## config.mk

```make
export PLATFORM = sky130hd
export DESIGN_NAME = led_blink_code_controller_top
export DESIGN_NICKNAME = d
export VERILOG_FILES = /design/src/design/lbc_pkg.sv /design/src/design/led_blink_code_controller_top.sv
export SDC_FILE = /design/constraint.sdc
export NUM_CORES = 1
export LEC_CHECK = 0
export BUFFER_PORTS_ARGS = -buffer_cell sky130_fd_sc_hd__buf_2
export CAP_MARGIN = 20
export CORE_MARGIN = 2
export CORE_UTILIZATION = 30
export DETAILED_ROUTE_END_ITERATION = 6
export PLACE_DENSITY = 0.47
export SYNTH_ARGS = -nofsm -noshare
export SYNTH_HDL_FRONTEND = slang
export SYNTH_SLANG_ARGS = --single-unit
```

## constraint.sdc

```tcl
create_clock -name clk -period 8.1 [get_ports clk]
set_clock_uncertainty 0.15 [all_clocks]
set_input_delay 1.215 -clock clk [delete_from_list [all_inputs] [get_ports clk]]
set_output_delay 1.215 -clock clk [all_outputs]
set_load 0.01 [all_outputs]
```

## src/design/lbc_pkg.sv

```systemverilog
// Shared types and constants for the LED blink-code controller.
// No dependencies; imported by led_blink_code_controller_top.
package lbc_pkg;

  localparam int CounterWidth = 16;
  localparam int PeriodWidth  = 16;
  localparam int CodeWidth    = 8;
  localparam int ToggleWidth  = CodeWidth + 1;
  localparam int CfgIdxWidth  = 2;

  // operation codes
  localparam logic [1:0] OP_TICK  = 2'd0;
  localparam logic [1:0] OP_MODE  = 2'd1;
  localparam logic [1:0] OP_ERROR = 2'd2;

  // mode codes
  localparam logic [2:0] MODE_OFF      = 3'd0;
  localparam logic [2:0] MODE_ON       = 3'd1;
  localparam logic [2:0] MODE_SLOW     = 3'd2;
  localparam logic [2:0] MODE_FAST     = 3'd3;
  localparam logic [2:0] MODE_ERROR    = 3'd4;
  localparam logic [2:0] MODE_PROGRESS = 3'd5;

  // configuration register indexes
  localparam logic [CfgIdxWidth-1:0] REG_SLOW_PERIOD  = 2'd0;
  localparam logic [CfgIdxWidth-1:0] REG_FAST_PERIOD  = 2'd1;
  localparam logic [CfgIdxWidth-1:0] REG_PAUSE_PERIOD = 2'd2;

  localparam logic [PeriodWidth-1:0] SLOW_RESET  = 16'd500;
  localparam logic [PeriodWidth-1:0] FAST_RESET  = 16'd100;
  localparam logic [PeriodWidth-1:0] PAUSE_RESET = 16'd1000;

  localparam logic [CounterWidth-1:0] COUNT_MAX = {CounterWidth{1'b1}};

  typedef struct packed {
    logic [1:0]           op;
    logic [2:0]           mode;
    logic [CodeWidth-1:0] blink_code;
  } lbc_in_t;

  typedef struct packed {
    logic       led_lit;
    logic [2:0] mode_now;
  } lbc_out_t;

endpackage

```

## src/design/led_blink_code_controller_top.sv

```systemverilog
// LED blink-code controller: each accepted word yields one result word; one word
// per clock while the input is not stalled. The state update is done in the accept
// cycle and the result lands in an output register backed by a one-entry skid
// register, so input is stalled only while both hold a word.
// Synchronous active-low reset: mode off, light dark, counters zero, periods
// 500/100/1000, no result pending.
module led_blink_code_controller_top
  import lbc_pkg::*;
(
  input  logic                   clk,
  input  logic                   rst_n,
  input  logic                   in_valid,
  output logic                   in_stall,
  input  lbc_in_t                in_data,
  output logic                   out_valid,
  input  logic                   out_stall,
  output lbc_out_t               out_data,
  input  logic                   cfg_valid,
  output logic                   cfg_ready,
  input  logic [CfgIdxWidth-1:0] cfg_index,
  input  logic [PeriodWidth-1:0] cfg_data
);

  logic [PeriodWidth-1:0]  slow_period_r, fast_period_r, pause_period_r;
  logic [2:0]              mode_r, mode_nxt;
  logic [CounterWidth-1:0] elapsed_r, elapsed_nxt, elapsed_inc;
  logic                    lit_r, lit_nxt;
  logic [ToggleWidth-1:0]  tcount_r, tcount_nxt;
  logic [CodeWidth-1:0]    burst_r, burst_nxt;

  logic                    out_valid_r, out_valid_nxt;
  lbc_out_t                out_data_r, out_data_nxt;
  logic                    skid_valid_r, skid_valid_nxt;
  lbc_out_t                skid_data_r, skid_data_nxt;

  logic                    in_acc, out_take;
  lbc_out_t                result;

  assign cfg_ready = 1'b1;
  assign in_stall  = skid_valid_r;
  assign in_acc    = in_valid && !skid_valid_r;
  assign out_take  = out_valid_r && !out_stall;
  assign out_valid = out_valid_r;
  assign out_data  = out_data_r;

  // saturating tick count
  assign elapsed_inc = (elapsed_r != COUNT_MAX) ? elapsed_r + 1'b1 : elapsed_r;

  always_comb begin
    mode_nxt    = mode_r;
    elapsed_nxt = elapsed_r;
    lit_nxt     = lit_r;
    tcount_nxt  = tcount_r;
    burst_nxt   = burst_r;
    if (in_acc) begin
      case (in_data.op)
        OP_TICK: begin
          elapsed_nxt = elapsed_inc;
          case (mode_r)
            MODE_OFF: lit_nxt = 1'b0;
            MODE_ON:  lit_nxt = 1'b1;
            MODE_SLOW: begin
              if (elapsed_inc >= slow_period_r) begin
                lit_nxt     = !lit_r;
                elapsed_nxt = '0;
              end
            end
            MODE_FAST, MODE_PROGRESS: begin
              if (elapsed_inc >= fast_period_r) begin
                lit_nxt     = !lit_r;
                elapsed_nxt = '0;
              end
            end
            MODE_ERROR: begin
              // blink burst of two toggles per code, then a pause with the light held
              if (burst_r != '0) begin
                if (tcount_r < {burst_r, 1'b0}) begin
                  if (elapsed_inc >= fast_period_r) begin
                    lit_nxt     = !lit_r;
                    elapsed_nxt = '0;
                    tcount_nxt  = tcount_r + 1'b1;
                  end
                end else if (elapsed_inc >= pause_period_r) begin
                  tcount_nxt  = '0;
                  elapsed_nxt = '0;
                end
              end
            end
            default: ;
          endcase
        end
        OP_MODE: begin
          // undefined mode codes leave everything alone
          if (in_data.mode <= MODE_PROGRESS) begin
            mode_nxt    = in_data.mode;
            elapsed_nxt = '0;
            tcount_nxt  = '0;
            if (in_data.mode == MODE_OFF) begin
              lit_nxt = 1'b0;
            end else if (in_data.mode == MODE_ON) begin
              lit_nxt = 1'b1;
            end
          end
        end
        OP_ERROR: begin
          burst_nxt   = in_data.blink_code;
          tcount_nxt  = '0;
          mode_nxt    = MODE_ERROR;
          elapsed_nxt = '0;
        end
        default: ;
      endcase
    end
  end

  assign result.led_lit  = lit_nxt;
  assign result.mode_now = mode_nxt;

  // output register plus skid word
  always_comb begin
    out_valid_nxt  = out_valid_r;
    out_data_nxt   = out_data_r;
    skid_valid_nxt = skid_valid_r;
    skid_data_nxt  = skid_data_r;
    if (out_take) begin
      out_valid_nxt  = skid_valid_r;
      out_data_nxt   = skid_data_r;
      skid_valid_nxt = 1'b0;
    end
    if (in_acc) begin
      if (out_valid_r && out_stall) begin
        skid_valid_nxt = 1'b1;
        skid_data_nxt  = result;
      end else begin
        out_valid_nxt = 1'b1;
        out_data_nxt  = result;
      end
    end
  end

  always_ff @(posedge clk) begin
    if (!rst_n) begin
      slow_period_r  <= SLOW_RESET;
      fast_period_r  <= FAST_RESET;
      pause_period_r <= PAUSE_RESET;
      mode_r         <= MODE_OFF;
      elapsed_r      <= '0;
      lit_r          <= 1'b0;
      tcount_r       <= '0;
      burst_r        <= '0;
      out_valid_r    <= 1'b0;
      skid_valid_r   <= 1'b0;
    end else begin
      if (cfg_valid && cfg_ready) begin
        case (cfg_index)
          REG_SLOW_PERIOD:  slow_period_r  <= cfg_data;
          REG_FAST_PERIOD:  fast_period_r  <= cfg_data;
          REG_PAUSE_PERIOD: pause_period_r <= cfg_data;
          default: ;
        endcase
      end
      mode_r       <= mode_nxt;
      elapsed_r    <= elapsed_nxt;
      lit_r        <= lit_nxt;
      tcount_r     <= tcount_nxt;
      burst_r      <= burst_nxt;
      out_valid_r  <= out_valid_nxt;
      skid_valid_r <= skid_valid_nxt;
    end
  end

  always_ff @(posedge clk) begin
    out_data_r  <= out_data_nxt;
    skid_data_r <= skid_data_nxt;
  end

endmodule

```

==> summary.md <==
| Metric | Value |
|---|---|
| Maximum frequency from static timing analysis | 0.227 GHz |
| Power Internal | 0.000831 W |
| Diodes inserted | 0 |
| Cells along the critical path | and4_1, nand4_1, nor2_2, nor2_1, nand3_1, nor2_1, xor2_1, ha_1, nand2_1, nor4_1, o2111ai_1, o211ai_1, a21oi_1, o31ai_4, nand2_1, and3_1 |
| Met2 wire length | 6.36 mm |
| Portion of total power attributed to sequential cells | 0.445 |
| Via density | about 4.8 |
| Critical path startpoint category | flop |
| Die height | 146 µm |
| Fin crit period | 4.41 ns |
| Port-buffer cells | around 40 |
| Buffers inserted during post-CTS setup optimization | 0 |
| Status | complete, no violations |
| Number of global-route vias before repair | 4750 |
| Maximum number of pins on one net before global-route repair | 91 |
| Highest metal layer with signal wires | met4 |
| TritonCTS clock tree | yes |
| Portion of total power attributed to combinational logic | 0.131 |
| Master of the slowest instance on the critical path | o31ai_4 |
| Clock slew at reported path FFs | 0.06 ns |
| Max Slew Vio Count | 0 |
| R2R depth | 16 |
| CTS Hold Buffers Added | 0 |
| Total GRT Usage | 0.143 |
| Startpoint-to-endpoint class of the critical path | reg -> reg |
| Sinks on Clock Net | 95 |
| # setup viols final | 0 |
| Number of enable-type register cells in the synthesized netlist | 4 |
| Data required, critical path | 8.20 ns |
| Primary flip-flop cell chosen by synthesis mapping | dfxtp_1 |
| Hold depth | 2 |
| WP data arrival | about 4.5 ns |
| Share of synthesized area occupied by flip-flops and latches | 0.321 |
| Drt pass-1 iters | 4 |
| Distinct cells, synth | 62 |
| DPL Wire Length | 11.0 mm |
| Filler Cell Count | roughly 2200 |
| Total CTS buffers | 9 |
| Pleak | approximately 2.8 nW |
| Share of the clock period used by the worst path | 0.544 |
| Effective utilization at floorplan | 0.308 |
| Count of antenna-violating nets left after detailed routing | 0 |
| Path category of the worst min-delay check | reg -> reg |
| Proportion of layout cells with a drive suffix above 1 | 0.120 |
| Area of the core | 0.0197 mm² |
| Number of cells after detailed placement | 1027 |
| Tot Pwr | 0.00112 W |
| X dimension of the die | roughly 150 µm |
| Sort of element at the end of the critical path | flop |
| Post-detailed-route DRC marker count | 0 |
| Maximum clock path buffer count | 2 |
| Maximum fanout encountered on the critical timing path | 14 |
| Met3 wire len | between 400 and 500 µm |
| Worst vdd ir | 0.0868 mV |
| Routed WL per cell | 14.2 µm |
| Metal1 wirelength | between 7 and 8 mm |
| Wire length reported by the detailed router | 14.8 mm |
| PwrDens | 164 mW/mm² |
| Number of register bits inferred by synthesis | 95 |
| Final weighted congestion in routability-driven placement | 0.794 |
| Max stage delay on crit path | between 0.6 and 0.7 ns |
| Post-layout instance area | ~0.0068 mm² |
| Resized Gates After CTS | 0 |
| Drt first-iter violations | 261 |
| Final net count | 870 |
| Skew-Pair Late Insertion Delay | 0.35 ns |
| Worst hold slack across all endpoints | 0.316 ns |
| H-Tree Depth | 3 |
| Actual slew at the worst max-slew pin | between 0.9 and 1 ns |
| Worst-case headroom to the max-slew limit | 0.342 |
| Total I/O pin count | 43 |
| Synth Net Count | 849 |
| Maxcap violations | 0 |
| DR vias | 4970 |
| Wire length of the first global-routing pass | 24.7 mm |
| Synth-to-Final Area Change | 12.5% |
| Async set or reset register ratio after synthesis | 0 |
| Endpoints failing hold | 0 |
| Post-synthesis instance total | around 750 |
| Remaining global-route overflow | 0 |
| Cell chosen for the clock root | clkbuf_16 |
| Number of cell rows | 51 |
| Total Die Area | 0.0213 mm² |
| Number of antenna violations at the first check in global routing | 0 |
| Switching power share of the total | 0.257 |
| Post-synthesis instance area | 0.00605 mm² |
| TNS Setup | 0 ns |
| Sw Pwr | ~0.00029 W |
| Non-filler instance count after layout | around 1000 |
| Number of warnings reported in the yosys synthesis log | 0 |
| Synth Area per Inst | 8.04 µm² |
| Clock network power share | 0.425 |
| Unrepaired setup endpoints after global routing | false |
| Standard cell area after detailed placement | between 0.006 and 0.007 mm² |
[cell usage in the layout (no fill, tap or decap), types with 4 or more instances in the layout]
master     count
a21o_1         9
edfxtp_1       4
o211ai_1      18
nand4_1       11
nand3_1       21
nor2b_1        9
mux2i_1        6
inv_1         63
nand2b_1       7
a31oi_1        4
nand2_1      152
mux2_2         6
nor4_1         4
and2_1        10
and4_1         4
nor2_1        31
ha_1          61
or3_1          6
clkbuf_16      9
buf_2         40
a21boi_0      42
and3_1        15
o21ai_0       21
a21oi_1       28
dfxtp_1       91
xor2_1         6
o31ai_2        7
nor3_1         6
a21boi_1       9
buf_4          5
o21ai_1       11
xnor2_1        9
[metrics by stage]
step	setup slack (ns)	utilization
finish	3.69	0.346
floorplan	4.58	-
global route	3.25	0.346
CTS	3.71	0.346
global placement	3.81	0.330
detailed placement	3.74	0.330
[state kept, by name, indices dropped and copies added, names as in the netlist, named ones only]
| signal | cells |
|---|---|
| burst_r | 8 |
| elapsed_r | 16 |
| fast_period_r | 16 |
| lit_r | 1 |
| mode_r | 3 |
| out_data | 4 |
| out_valid | 1 |
| pause_period_r | 16 |
| skid_data_r | 4 |
| slow_period_r | 16 |
| tcount_r | 9 |
[power groups by stage]
stage / sequential [W] / clock [W] / combinational [W]
floorplan: 0.000507 / 0 / 0.000103
global placement: 0.000508 / 0 / 0.000149
detailed placement: 0.000509 / 0 / 0.000148
CTS: 0.000498 / 0.000489 / 0.000149
global route: 0.000500 / 0.000504 / 0.000166
finish: 0.000497 / 0.000475 / 0.000146
[path summary, 6_finish.rpt]
path	from	to	slack, ns
min	slow_period_r[3]	slow_period_r[3]	0.32
max	elapsed_r[4]	elapsed_r[9]	3.69
min reg2reg	slow_period_r[3]	slow_period_r[3]	0.32
max reg2reg	elapsed_r[4]	elapsed_r[9]	3.69
[kinds of logic after synthesis]
kind of cell,count (synthesis),share of synthesized area
and+or+nand+nor,293,0.228
AOI/OAI and AO/OA,177,0.217
buffers and inverters,98,0.0643
DFF,95,0.321
adders and majority gates,61,0.126
xor gates and xnor gates,15,0.0217
muxes,12,0.0211
other,1,0.000620
[cell usage after synthesis, drive strengths merged, types with 9 or more instances]
master	count	area, µm²
o21ai	32	160
nor2b	9	56.3
a21boi	54	417
and3	15	93.8
inv	63	236
nand4	11	68.8
o31ai	10	138
nor2	34	138
o211ai	18	135
nand2	153	577
nand3	21	105
a21o	9	67.6
a21oi	29	156
and2	10	62.6
ha	61	763
clkbuf	28	105
xnor2	9	78.8
dfxtp	91	1820
[final cells by class]
cell class              count  area, µm²  area share
inverters                  63        236      0.0348
well taps                 265        332      0.0487
clock inverters             3       65.1     0.00956
flip-flops and latches     95       1940       0.285
multi-input cells         559       3730       0.548
repair buffers             45        238      0.0349
clock buffers              13        260      0.0382
[critical path: cells and delay by family (launching register included)]
family	cells	cell delay (ns)
and+or+nand+nor	10	1.90
DFF	1	0.45
xor gates and xnor gates	1	0.37
AOI/OAI and AO/OA	4	1.23
adders and majority gates	1	0.21
[per-layer routing]
metal,track usage,vias to the layer above
met4,0.0529,0
li1,-,2628
met2,0.219,49
met5,0,-
met1,0.205,2280
met3,0.0188,13
Note: power is estimated with default switching activity, not from simulation.
